==> src/rtl/cjm_pkg.sv <==
`default_nettype none
package cjm_pkg;

  localparam int JOB_SLOTS   = 16;
  localparam int MAX_RESULTS = 16;
  localparam int IDX_W       = (JOB_SLOTS > 1) ? $clog2(JOB_SLOTS) : 1;
  localparam int CNT_W       = $clog2(JOB_SLOTS + 1);
  localparam int NRES_W      = $clog2(MAX_RESULTS + 1);
  localparam int JOB_W       = 32;

  localparam logic [1:0] CMD_TICK  = 2'd0;
  localparam logic [1:0] CMD_ADD   = 2'd1;
  localparam logic [1:0] CMD_CLEAR = 2'd2;

  localparam logic [3:0] ACT_CLEAR = 4'd6;

  localparam logic [2:0] WDAY_SUN  = 3'd0;
  localparam logic [2:0] WDAY_SAT  = 3'd6;
  localparam logic [2:0] WDAY_ALT_SUN = 3'd7;
  localparam logic [3:0] MON_MAR   = 4'd3;
  localparam logic [3:0] MON_OCT   = 4'd10;
  localparam logic [5:0] LAST_WEEK_DAY = 6'd25;
  localparam logic [5:0] HOURS_PER_DAY = 6'd24;
  localparam logic [4:0] SWITCH_HOUR_MAR = 5'd2;

  typedef enum logic [2:0] {
    S_IDLE  = 3'b001,
    S_SCAN  = 3'b010,
    S_FLUSH = 3'b100
  } state_t;

  typedef struct packed {
    logic [3:0] action;
    logic [4:0] mask;
    logic [2:0] wday;
    logic [3:0] month;
    logic [4:0] mday;
    logic [5:0] minute;
    logic [4:0] hour;
  } job_t;

  typedef struct packed {
    logic [4:0] hour;
    logic [5:0] minute;
    logic [4:0] mday;
    logic [3:0] month;
    logic [2:0] wday;
  } tick_t;

  typedef struct packed {
    logic [3:0] job_index;
    logic [3:0] fired_action;
    logic       dst_active;
    logic [4:0] job_count;
    logic       accepted;
    logic       last;
  } res_t;

  function automatic logic [4:0] month_len(input logic [3:0] mon);
    logic [4:0] len;
    case (mon)
      4'd2:  len = 5'd29;
      4'd4:  len = 5'd30;
      4'd6:  len = 5'd30;
      4'd9:  len = 5'd30;
      4'd11: len = 5'd30;
      default: len = 5'd31;
    endcase
    return len;
  endfunction

  function automatic logic job_hit(input job_t j, input tick_t t);
    logic [2:0] jw;
    jw = (j.wday == WDAY_ALT_SUN) ? WDAY_SUN : j.wday;
    return (j.mask[0] || (j.hour   == t.hour))   &&
           (j.mask[1] || (j.minute == t.minute)) &&
           (j.mask[2] || (j.mday   == t.mday))   &&
           (j.mask[3] || (j.month  == t.month))  &&
           (j.mask[4] || (jw       == t.wday));
  endfunction

endpackage
`default_nettype wire

==> src/rtl/cjm_ifs.sv <==
`default_nettype none
interface cjm_in_if ();
  logic       valid;
  logic       ready;
  logic [1:0] command;
  logic [4:0] hour;
  logic [5:0] minute;
  logic [4:0] mday;
  logic [3:0] month;
  logic [2:0] wday;
  logic [4:0] wildcard_mask;
  logic [3:0] action_code;

  modport source (output valid, command, hour, minute, mday, month,
                  wday, wildcard_mask, action_code, input ready);
  modport sink (input valid, command, hour, minute, mday, month,
                wday, wildcard_mask, action_code, output ready);
endinterface

interface cjm_out_if ();
  logic       valid;
  logic       ready;
  logic [3:0] job_index;
  logic [3:0] fired_action;
  logic       dst_active;
  logic [4:0] job_count;
  logic       accepted;
  logic       last;

  modport source (output valid, job_index, fired_action, dst_active, job_count,
                  accepted, last, input ready);
  modport sink (input valid, job_index, fired_action, dst_active, job_count,
                accepted, last, output ready);
endinterface
`default_nettype wire

==> src/rtl/cron_job_matcher_with_dst.sv <==
// Add and clear commands give their word in the cycle after they are taken.
// A tick scans the job table out of a one-port-read RAM, one job per cycle
// while the output register can take the results of the scan.
// Input is taken only while no scan runs and the output register can accept.
// Synchronous active-low reset empties the table and clears all control state.
`default_nettype none
module cron_job_matcher_with_dst import cjm_pkg::*; (
  input  wire logic  clk,
  input  wire logic  rst_n,
  cjm_in_if.sink     in_ch,
  cjm_out_if.source  out_ch
);
  state_t            state_r, state_nxt;
  logic [CNT_W-1:0]  held_r, held_nxt;
  logic [CNT_W-1:0]  rd_i_r, rd_i_nxt;
  logic              cmp_v_r, cmp_v_nxt;
  logic [IDX_W-1:0]  cmp_idx_r, cmp_idx_nxt;
  logic              cmp_last_r, cmp_last_nxt;
  logic [NRES_W-1:0] n_r, n_nxt;
  logic              pend_v_r, pend_v_nxt;
  res_t              pend_r, pend_nxt;
  logic              out_v_r, out_v_nxt;
  res_t              out_r, out_nxt;
  tick_t             time_r, time_nxt;
  logic              dst_r, dst_nxt;

  tick_t             t_in, t_adj;
  logic              t_dst;
  job_t              new_job;
  job_t              entry;
  logic [JOB_W-1:0]  rd_data;
  logic              ram_we, ram_re;
  logic              can_push, push, stall, end_now, hit, is_clr, room;
  res_t              push_res;

  assign t_in = '{hour: in_ch.hour, minute: in_ch.minute, mday: in_ch.mday,
                  month: in_ch.month, wday: in_ch.wday};

  assign new_job = '{action: in_ch.action_code, mask: in_ch.wildcard_mask,
                     wday: in_ch.wday, month: in_ch.month,
                     mday: in_ch.mday, minute: in_ch.minute,
                     hour: in_ch.hour};

  cjm_dst u_dst (
    .t_in  (t_in),
    .t_out (t_adj),
    .dst   (t_dst)
  );

  cjm_ram #(.WIDTH(JOB_W), .DEPTH(JOB_SLOTS)) u_ram (
    .clk   (clk),
    .we    (ram_we),
    .waddr (held_r[IDX_W-1:0]),
    .wdata (new_job),
    .re    (ram_re),
    .raddr (rd_i_r[IDX_W-1:0]),
    .rdata (rd_data)
  );

  assign entry    = job_t'(rd_data);
  assign hit      = job_hit(entry, time_r);
  assign is_clr   = (entry.action == ACT_CLEAR);
  assign can_push = !out_v_r || out_ch.ready;
  assign room     = held_r < CNT_W'(JOB_SLOTS);

  always_comb begin
    state_nxt    = state_r;
    held_nxt     = held_r;
    rd_i_nxt     = rd_i_r;
    cmp_v_nxt    = cmp_v_r;
    cmp_idx_nxt  = cmp_idx_r;
    cmp_last_nxt = cmp_last_r;
    n_nxt        = n_r;
    pend_v_nxt   = pend_v_r;
    pend_nxt     = pend_r;
    time_nxt     = time_r;
    dst_nxt      = dst_r;
    ram_we       = 1'b0;
    ram_re       = 1'b0;
    push         = 1'b0;
    push_res     = '0;
    stall        = 1'b0;
    end_now      = 1'b0;
    in_ch.ready  = 1'b0;

    unique case (state_r)
      S_IDLE: begin
        in_ch.ready = can_push;
        if (in_ch.valid && can_push) begin
          case (in_ch.command)
            CMD_ADD: begin
              push              = 1'b1;
              push_res.last     = 1'b1;
              push_res.accepted = room;
              if (room) begin
                ram_we             = 1'b1;
                held_nxt           = held_r + CNT_W'(1);
                push_res.job_count = 5'(held_r + CNT_W'(1));
              end else begin
                push_res.job_count = 5'(held_r);
              end
            end
            CMD_CLEAR: begin
              push          = 1'b1;
              push_res.last = 1'b1;
              held_nxt      = '0;
            end
            CMD_TICK: begin
              time_nxt   = t_adj;
              dst_nxt    = t_dst;
              rd_i_nxt   = '0;
              cmp_v_nxt  = 1'b0;
              pend_v_nxt = 1'b0;
              n_nxt      = '0;
              if (held_r != '0) begin
                state_nxt = S_SCAN;
              end
            end
            default: ;
          endcase
        end
      end

      S_SCAN: begin
        stall = cmp_v_r && pend_v_r && !can_push;
        if (!stall) begin
          if (cmp_v_r) begin
            if (hit) begin
              if (is_clr) begin
                held_nxt = '0;
                end_now  = 1'b1;
              end
              if (n_r < NRES_W'(MAX_RESULTS)) begin
                if (pend_v_r) begin
                  push     = 1'b1;
                  push_res = pend_r;
                end
                pend_v_nxt            = 1'b1;
                pend_nxt.job_index    = 4'(cmp_idx_r);
                pend_nxt.fired_action = entry.action;
                pend_nxt.dst_active   = dst_r;
                pend_nxt.job_count    = is_clr ? 5'd0 : 5'(held_r);
                pend_nxt.accepted     = 1'b0;
                pend_nxt.last         = 1'b0;
                n_nxt                 = n_r + NRES_W'(1);
              end
            end
            if (cmp_last_r) begin
              end_now = 1'b1;
            end
          end
          if (end_now) begin
            state_nxt = S_FLUSH;
            cmp_v_nxt = 1'b0;
          end else if (rd_i_r < held_r) begin
            ram_re       = 1'b1;
            cmp_v_nxt    = 1'b1;
            cmp_idx_nxt  = rd_i_r[IDX_W-1:0];
            cmp_last_nxt = (rd_i_r + CNT_W'(1)) == held_r;
            rd_i_nxt     = rd_i_r + CNT_W'(1);
          end else begin
            cmp_v_nxt = 1'b0;
          end
        end
      end

      S_FLUSH: begin
        if (pend_v_r) begin
          if (can_push) begin
            push          = 1'b1;
            push_res      = pend_r;
            push_res.last = 1'b1;
            pend_v_nxt    = 1'b0;
            state_nxt     = S_IDLE;
          end
        end else begin
          state_nxt = S_IDLE;
        end
      end

      default: state_nxt = S_IDLE;
    endcase

    if (push) begin
      out_v_nxt = 1'b1;
      out_nxt   = push_res;
    end else begin
      out_v_nxt = out_v_r && !out_ch.ready;
      out_nxt   = out_r;
    end
  end

  always_ff @(posedge clk) begin
    if (!rst_n) begin
      state_r  <= S_IDLE;
      held_r   <= '0;
      rd_i_r   <= '0;
      cmp_v_r  <= 1'b0;
      n_r      <= '0;
      pend_v_r <= 1'b0;
      out_v_r  <= 1'b0;
    end else begin
      state_r  <= state_nxt;
      held_r   <= held_nxt;
      rd_i_r   <= rd_i_nxt;
      cmp_v_r  <= cmp_v_nxt;
      n_r      <= n_nxt;
      pend_v_r <= pend_v_nxt;
      out_v_r  <= out_v_nxt;
    end
  end

  always_ff @(posedge clk) begin
    cmp_idx_r  <= cmp_idx_nxt;
    cmp_last_r <= cmp_last_nxt;
    pend_r     <= pend_nxt;
    out_r      <= out_nxt;
    time_r     <= time_nxt;
    dst_r      <= dst_nxt;
  end

  assign out_ch.valid        = out_v_r;
  assign out_ch.job_index    = out_r.job_index;
  assign out_ch.fired_action = out_r.fired_action;
  assign out_ch.dst_active   = out_r.dst_active;
  assign out_ch.job_count    = out_r.job_count;
  assign out_ch.accepted     = out_r.accepted;
  assign out_ch.last         = out_r.last;
endmodule
`default_nettype wire

==> src/rtl/cjm_ram.sv <==
`default_nettype none
module cjm_ram #(
  parameter int WIDTH = 32,
  parameter int DEPTH = 16,
  localparam int AW = (DEPTH > 1) ? $clog2(DEPTH) : 1
) (
  input  wire logic                  clk,
  input  wire logic                  we,
  input  wire logic [AW-1:0]         waddr,
  input  wire logic [WIDTH-1:0]      wdata,
  input  wire logic                  re,
  input  wire logic [AW-1:0]         raddr,
  output logic      [WIDTH-1:0]      rdata
);
  logic [WIDTH-1:0] mem [DEPTH];

  always_ff @(posedge clk) begin
    if (we) begin
      mem[waddr] <= wdata;
    end
    if (re) begin
      rdata <= mem[raddr];
    end
  end
endmodule
`default_nettype wire

==> src/rtl/cjm_dst.sv <==
`default_nettype none
module cjm_dst import cjm_pkg::*; (
  input  wire tick_t t_in,
  output tick_t      t_out,
  output logic       dst
);
  logic [2:0] wd;
  logic       late_week;
  logic [5:0] h6;
  logic [5:0] md6;

  always_comb begin
    wd        = (t_in.wday == WDAY_ALT_SUN) ? WDAY_SUN : t_in.wday;
    late_week = {1'b0, t_in.mday} >= ({3'b000, wd} + LAST_WEEK_DAY);
    if (t_in.month < MON_MAR || t_in.month > MON_OCT) begin
      dst = 1'b0;
    end else if (t_in.month > MON_MAR && t_in.month < MON_OCT) begin
      dst = 1'b1;
    end else if (t_in.month == MON_MAR) begin
      dst = late_week && ((wd != WDAY_SUN) || (t_in.hour >= SWITCH_HOUR_MAR));
    end else begin
      dst = late_week ? ((wd == WDAY_SUN) && (t_in.hour == 5'd0)) : 1'b1;
    end

    t_out      = t_in;
    t_out.wday = wd;
    h6         = {1'b0, t_in.hour} + 6'd1;
    md6        = {1'b0, t_in.mday} + 6'd1;
    if (dst) begin
      if (h6 >= HOURS_PER_DAY) begin
        t_out.hour = 5'(h6 - HOURS_PER_DAY);
        t_out.wday = (wd == WDAY_SAT) ? WDAY_SUN : wd + 3'd1;
        if (md6 > {1'b0, month_len(t_in.month)}) begin
          t_out.mday  = 5'd1;
          t_out.month = t_in.month + 4'd1;
        end else begin
          t_out.mday = md6[4:0];
        end
      end else begin
        t_out.hour = h6[4:0];
      end
    end
  end
endmodule
`default_nettype wire
==> src/flat_wrapper.sv <==
// flat-port wrapper written by rule: the top's interface ports become plain ports
module cron_job_matcher_with_dst_flat import cjm_pkg::*;
  (clk, rst_n, in_ch_valid, in_ch_command, in_ch_hour, in_ch_minute, in_ch_mday, in_ch_month, in_ch_wday, in_ch_wildcard_mask, in_ch_action_code, in_ch_ready, out_ch_valid, out_ch_job_index, out_ch_fired_action, out_ch_dst_active, out_ch_job_count, out_ch_accepted, out_ch_last, out_ch_ready);
  cjm_in_if in_ch_i ();
  cjm_out_if out_ch_i ();
  input  wire logic clk;
  input  wire logic rst_n;
  input wire logic [$bits(in_ch_i.valid)-1:0] in_ch_valid;
  input wire logic [$bits(in_ch_i.command)-1:0] in_ch_command;
  input wire logic [$bits(in_ch_i.hour)-1:0] in_ch_hour;
  input wire logic [$bits(in_ch_i.minute)-1:0] in_ch_minute;
  input wire logic [$bits(in_ch_i.mday)-1:0] in_ch_mday;
  input wire logic [$bits(in_ch_i.month)-1:0] in_ch_month;
  input wire logic [$bits(in_ch_i.wday)-1:0] in_ch_wday;
  input wire logic [$bits(in_ch_i.wildcard_mask)-1:0] in_ch_wildcard_mask;
  input wire logic [$bits(in_ch_i.action_code)-1:0] in_ch_action_code;
  output wire logic [$bits(in_ch_i.ready)-1:0] in_ch_ready;
  output wire logic [$bits(out_ch_i.valid)-1:0] out_ch_valid;
  output wire logic [$bits(out_ch_i.job_index)-1:0] out_ch_job_index;
  output wire logic [$bits(out_ch_i.fired_action)-1:0] out_ch_fired_action;
  output wire logic [$bits(out_ch_i.dst_active)-1:0] out_ch_dst_active;
  output wire logic [$bits(out_ch_i.job_count)-1:0] out_ch_job_count;
  output wire logic [$bits(out_ch_i.accepted)-1:0] out_ch_accepted;
  output wire logic [$bits(out_ch_i.last)-1:0] out_ch_last;
  input wire logic [$bits(out_ch_i.ready)-1:0] out_ch_ready;
  assign in_ch_i.valid = in_ch_valid;
  assign in_ch_i.command = in_ch_command;
  assign in_ch_i.hour = in_ch_hour;
  assign in_ch_i.minute = in_ch_minute;
  assign in_ch_i.mday = in_ch_mday;
  assign in_ch_i.month = in_ch_month;
  assign in_ch_i.wday = in_ch_wday;
  assign in_ch_i.wildcard_mask = in_ch_wildcard_mask;
  assign in_ch_i.action_code = in_ch_action_code;
  assign in_ch_ready = in_ch_i.ready;
  assign out_ch_valid = out_ch_i.valid;
  assign out_ch_job_index = out_ch_i.job_index;
  assign out_ch_fired_action = out_ch_i.fired_action;
  assign out_ch_dst_active = out_ch_i.dst_active;
  assign out_ch_job_count = out_ch_i.job_count;
  assign out_ch_accepted = out_ch_i.accepted;
  assign out_ch_last = out_ch_i.last;
  assign out_ch_i.ready = out_ch_ready;
  cron_job_matcher_with_dst u_core (.clk(clk), .rst_n(rst_n), .in_ch(in_ch_i), .out_ch(out_ch_i));
endmodule
==> config.mk <==
export PLATFORM = sky130hd
export DESIGN_NAME = cron_job_matcher_with_dst_flat
export DESIGN_NICKNAME = d
export VERILOG_FILES = /design/src/rtl/cjm_pkg.sv /design/src/rtl/cjm_ifs.sv /design/src/rtl/cron_job_matcher_with_dst.sv /design/src/rtl/cjm_ram.sv /design/src/rtl/cjm_dst.sv /design/src/flat_wrapper.sv
export SDC_FILE = /design/constraint.sdc
export NUM_CORES = 1
export LEC_CHECK = 0
export BUFFER_PORTS_ARGS = -buffer_cell sky130_fd_sc_hd__buf_2
export CORE_UTILIZATION = 30
export CTS_CLUSTER_SIZE = 25
export DETAILED_ROUTE_END_ITERATION = 12
export HOLD_SLACK_MARGIN = 0.08
export MAX_ROUTING_LAYER = met4
export PLACE_DENSITY = 0.44
export SLEW_MARGIN = 20
export SYNTH_ARGS = -nofsm -noshare
export SYNTH_HDL_FRONTEND = slang
export SYNTH_SLANG_ARGS = --single-unit
==> constraint.sdc <==
create_clock -name clk -period 4.5 [get_ports clk]
set_input_delay 0 -clock clk [delete_from_list [all_inputs] [get_ports clk]]
set_output_delay 0 -clock clk [all_outputs]
set_load 0.01 [all_outputs]
# After elaboration in Yosys (flattened, before gate mapping)
# Memories as Yosys holds them, arrays and structs flattened. A register that Yosys moved wholly into a read port is not among the register bits.
# Index checks and enable logic that the tools add are counted.
[word_totals] ff_bits=80 ram_bits=512 output_inout_bits=18 n_memories=1
[classes] add_sub_neg=9 magnitude_cmp=11 n_eq_ne=33 muxes=93 bitwise=2 n_reduce_logical=40
[mem_list] name="u_core.u_ram.mem" depth=16 word_bits=32 rd=1 rd_clocked_by_memory_dff=1 write_ports=1 line="cjm_ram.sv:15" text="logic [WIDTH-1:0] mem [DEPTH];"
[op_table] op="$mux 16" count=7
[op_table] op="$mux 5" count=20
[op_table] op="$mux 1" count=40
[op_table] op="$pmux 5 s2" count=4
[op_table] op="$mux 3" count=10
[op_table] op="$mux 12" count=2
[op_table] op="$pmux 7 s3" count=1
[op_table] op="$pmux 9 s2" count=1
[op_table] op="$reduce_and 6->1" count=3
[op_table] op="$add 5x1->5 const B" count=3
[op_table] op="$eq 5x5->1" count=3
[op_table] op="$ne 2x1->1 const B" count=7
[op_table] op="$reduce_and 7->1" count=2
[op_table] op="$add 5x1->6 const B" count=2
[op_table] op="$eq 3x3->1 const B" count=4
[op_table] op="$eq 4x3->1 const B" count=3
[op_table] op="$logic_and 1x1->1" count=11
[op_table] op="$lt 5x5->1 const B" count=2
[op_table] op="$pmux 3 s3" count=1
[op_table] op="$eq 4x2->1 const B" count=2
[op_table] op="$eq 4x4->1 const B" count=2
[op_table] op="$logic_or 1x1->1" count=8
[op_table] op="$reduce_and 4->1" count=2
[op_table] op="$mux 7" count=1
[op_table] op="other kinds (39)" count=47

# Longest topological paths before layout
[logic_depth] depth_word=14 ltp_mapped=13 mapped_depth_nobuf=12

# Hierarchy
# From an unflattened synthesis, not the netlist that was laid out.
[hier_totals] cells_unflattened=1287 hier_area_um2=24833.8
[modules_own_cells] mod="cjm_ram" n_inst=1 cells_per_inst=838 area_each_um2=20156.8
[modules_own_cells] mod="cron_job_matcher_with_dst" n_inst=1 cells_per_inst=321 area_each_um2=3734.8
[modules_own_cells] mod="cjm_dst" n_inst=1 cells_per_inst=128 area_each_um2=942.2

# Worst setup path after synthesis
# No wires, ideal clock.
[synth_path] path_kind="register to register" start="register u_core.rd_i_r[0]" end="register u_core.u_ram.rdata[0], read port of u_core.u_ram.mem, enable pin" setup_ps=461 arrival_ps=3902 required_time_ps=4039 path_slack_ps=136 stages_incl_launch_ff=12 n_path_buf=3 synth_period_minus_slack_ps=4364 cell_sequence="dfxtp_1 -> clkbuf_1 -> clkbuf_1 -> buf_2 -> inv_1 -> ha_1 -> nor2b_1 -> o21a_1 -> o21a_1 -> o21ai_0 -> nand3b_1 -> nor3_1"
[synth_between] elab_chain_cells=5
[synth_lines] item="start, declared" line="cron_job_matcher_with_dst.sv:15" text="logic [CNT_W-1:0] rd_i_r, rd_i_nxt;"
[synth_lines] item="start signal, assigned" line="cron_job_matcher_with_dst.sv:205" text="rd_i_r <= rd_i_nxt;"
[synth_lines] item="$lt 5x5->1" line="cron_job_matcher_with_dst.sv:155" text="end else if (rd_i_r < held_r) begin"
[synth_lines] item="$mux 1" line="cron_job_matcher_with_dst.sv:155"
[synth_lines] item="$mux 1" line="cron_job_matcher_with_dst.sv:152" text="if (end_now) begin"
[synth_lines] item="$mux 1" line="cron_job_matcher_with_dst.sv:126" text="if (!stall) begin"
[synth_lines] item="$mux 1" line="cron_job_matcher_with_dst.sv:86" text="unique case (state_r)"
[synth_lines] item="via u_core.ram_re" line="cron_job_matcher_with_dst.sv:32" text="logic ram_we, ram_re;"
[synth_lines] item="end, declared" line="cjm_ram.sv:13" text="output logic [WIDTH-1:0] rdata"
# The timed path passes the listed nets, and every way through them passes these cells.
# A chain may end at the register's enable or synchronous reset.

# Worst setup path after layout
[layout_path] start="register u_core.state_r[1]" end="memory u_core.u_ram.mem[11][27], enable pin"
[layout_between] elab_chain_cells=4
[layout_lines] item="start, declared" line="cron_job_matcher_with_dst.sv:13" text="state_t state_r, state_nxt;"
[layout_lines] item="start signal, assigned" line="cron_job_matcher_with_dst.sv:203" text="state_r <= state_nxt;"
[layout_lines] item="$eq 3x1->1" line="cron_job_matcher_with_dst.sv:86"
[layout_lines] item="$mux 1" line="cron_job_matcher_with_dst.sv:86"
[layout_lines] item="$mux 1" line="cjm_ram.sv:18" text="if (we) begin"
[layout_lines] item="$mux 1 (not written as such)" line="cjm_ram.sv:19" text="mem[waddr] <= wdata;"
[layout_lines] item="end, declared" line="cjm_ram.sv:15"
# Every way passes these cells.

==> results by group <==
Outcome
  • Status: complete, no violations

Synthesis
  • Post-Synth Adder-Cell Area: 0.0162
  • Top cell type's share of synthesized area: 0.732
  • Post-synth top area cell: edfxtp_1
  • Synthesized area: 24700 um^2
  • Post-synthesis compound-gate area fraction: 0.0272
  • Post-synth top cells: edfxtp_1, mux4_2, nand2_1, nor2_1, ha_1
  • Largest family of logic cells by synthesized area: multiplexers
  • Avg Inst Size Synth: 20.6 um^2
  • Share of flip-flops with an asynchronous set or reset: 0
  • Flops & latches, synth: about 620
  • Top-count cell post-synth: edfxtp_1
  • XOR/XNOR Fraction of Synth Area: 0.0131
  • Ranking of synthesized cells by area: edfxtp_1, mux4_2, dfxtp_1, ha_1, xnor2_1
  • Netlist cell types: 65
  • Syn_nets: 1268
  • Seq/Total Area, Yosys: 0.749
  • Number of flops mapped to enable cells by yosys: 603
  • Mux contribution to synthesized area: 0.147
  • Yosys Warn Count: 0
  • Synthesized instance count: between 1000 and 1500
  • Post-Synth Simple-Gate Area: 0.0352
  • Top_reg_cell synth: edfxtp_1

Layout
  • Synth-to-layout area growth: 18.4%
  • Fin area: 29300 um^2
  • Final net count: 1427
  • Layout cells sized above 1: 0.275
  • Number of diodes: 0

GRT
  • Vias in the first global route: 12792
  • Initial antenna violation count: 0
  • Largest net degree at the start of global routing: 133
  • GR Util All Layers: 0.147
  • First-pass GRT wire length: 86600 um
  • GRT overflow: 0

STA
  • Setup_tns: 0 ns
  • Unrepaired setup endpoints after global routing: no
  • Final setup vio count: 0
  • Final Cycle Share: 0.776
  • Fin. Hold Viols: 0
  • Final setup margin: 1.01 ns
  • Worst Clk Skew: 0.0218 ns
  • Worst slew margin relative to its limit: 0.367
  • Worst-Margin Slew: 0.950 ns
  • Max Slew Vio Count: 0
  • Fin crit period: around 3.5 ns
  • Peak Freq: 286 MHz

Clock network
  • CTS Buf Count: 72
  • Skew-Pair Late Insertion Delay: 0.62 ns
  • CTS sink count: 624
  • Clock-pin slew on the worst setup and hold paths: 0.06 ns
  • H-Tree Depth: 3
  • Bufs on Longest Clock Path: 3
  • Postcts setup bufs: 0
  • CTS root buf: clkbuf_16
  • TritonCTS clock tree: yes
  • Post-cts resize count: 0
  • Cts hold-fix bufs: 38

Worst setup path
  • Kind of critical path: flip-flop to flip-flop
  • Crit path DAT: 3.81 ns
  • Setup crit end kind: flip-flop
  • Critical Path Fanout Max: 21
  • Crit path launch type: flip-flop
  • WP data required: 4.82 ns

Run
  • Maxcap violations: 0

Die
  • Die H: about 290 um
  • Die Wd: 289 um
  • Top-level port count: 56
  • CORE AREA: ~81000 um^2
  • Die area: 83600 um^2
  • Rows: around 100
  • Starting Density: 0.305

Power
  • Seq pwr share: 0.516
  • Switching Fraction: 0.206
  • Pleak: 9.15 nW
  • Max IR drop VDD: between 0.2 and 0.3 mV
  • Internal power: 0.00986 W
  • Pwr/cell area: 424 nW/um^2
  • Clock group share of total power: 0.458
  • Comb power frac: 0.026
  • Switching power: around 0.0026 W

Routing
  • Drt wl/cell: 23.3 um
  • Via count: 11934
  • DRT iter0 DRCs: 775
  • Router iterations before antenna repair: 4
  • Residual DRC count: 0
  • Final WL: 57600 um
  • Vias per cell: 4.83
  • Final ANT Viol Nets: 0

Placement
  • Dpl cell area: 26600 um^2
  • DP Worst Slack: 1.04 ns
  • Port buffer count: 55
  • Dpl hpwl: 34000 um
  • Final GP Congestion: 0.775

Min path
  • Hold Path Class: primary input to flip-flop
cell usage in the layout (no fill, tap or decap), drive strengths merged, types with 4 or more instances in the layout:
cell,Yosys,layout
nand4,5,5
xnor2,21,21
o22ai,5,5
o211ai,4,4
nand2,45,45
o31ai,4,4
nor2b,6,6
nor3,16,16
edfxtp,603,603
nor2,41,41
nand3,16,16
dlygate4sd3,0,38
bufinv,0,6
inv,23,27
xor2,16,16
mux4,160,160
buf,18,93
o21a,8,8
a21oi,18,18
clkinv,2,28
ha,32,32
dfxtp,21,21
and2,11,11
a31oi,4,4
clkbuf,28,91
nand2b,9,9
o21ai,33,33
flip-flops by register name (all words and copies together) (netlist names), 5 cells and up:
signal,flops
u_core.time_r,23
u_core.n_r,5
u_core.rd_i_r,5
u_core.out_ch.job_count,5
u_core.u_ram.rdata,32
u_core.held_r,5
u_core.u_ram.mem,512
u_core.pend_r,14
stage by stage:
step           hold WS (ns)  instances  total power (W)  utilization
2_1_floorplan        0.0989       1198          0.00667            -
3_3_place_gp          0.298       2305          0.00683        0.328
3_5_place_dp          0.293       2305          0.00684        0.328
4_1_cts               0.270       2473           0.0126        0.361
5_1_grt               0.307       2473           0.0129        0.361
6_report              0.308       2473           0.0124        0.361
final timing paths:
kind | from | endpoint | slack (ns) | depth (start not counted)
worst min register to register | u_core.cmp_idx_r[1] | u_core.pend_r[13] | 0.43 | 0
worst max register to register | u_core.state_r[1] | u_core.u_ram.mem[11][27] | 1.01 | 8
worst max-delay path | u_core.state_r[1] | u_core.u_ram.mem[11][27] | 1.01 | 8
worst min-delay path | rst_n | u_core.out_ch.valid | 0.31 | 3
kinds of logic after synthesis:
| logic type | Yosys count |
|---|---|
| flops | 624 |
| simple gates | 170 |
| mux | 164 |
| compound gates | 100 |
| buf+inv | 71 |
| xor+xnor | 37 |
| fa+ha+maj | 32 |
area by class of cell:
class | count | area (um^2)
Timing Repair Buffer | 131 | 1000
Tap cell | 1060 | 1330
Clock inverter | 39 | 393
Multi-Input combinational cell | 503 | 6030
Inverter | 25 | 93.8
Sequential cell | 624 | 18500
Fill cell | 7505 | 51800
Clock buffer | 91 | 1890
metal layers:
metal  GRT usage  vias to the layer above  part of all wire
met5           -                        -                 0
met4      0.0372                        0             0.020
met3      0.0263                       87             0.033
met2       0.235                      220              0.49
met1       0.193                     6352              0.45
li1            -                     5275                 -
worst max-delay path, stage by stage, from the launching register on:
cell and delay (ns):
dfxtp_1 0.40, nand2b_1 0.23, or2_2 0.36, nor2_1 0.16
nand2_1 0.18, nor2_1 0.43, nand2_1 0.33, nor2_4 0.80
buf_4 0.30
power by group through the flow:
stage,sequential (W),clock [W],combinational [W]
floorplan,0.00654,0,0.000129
global placement,0.00654,0,0.000296
detailed placement,0.00654,0,0.000300
CTS,0.00642,0.00586,0.000328
global route,0.00642,0.00609,0.000358
finish,0.00642,0.00569,0.000319
Power figures use the tool's default switching activity.
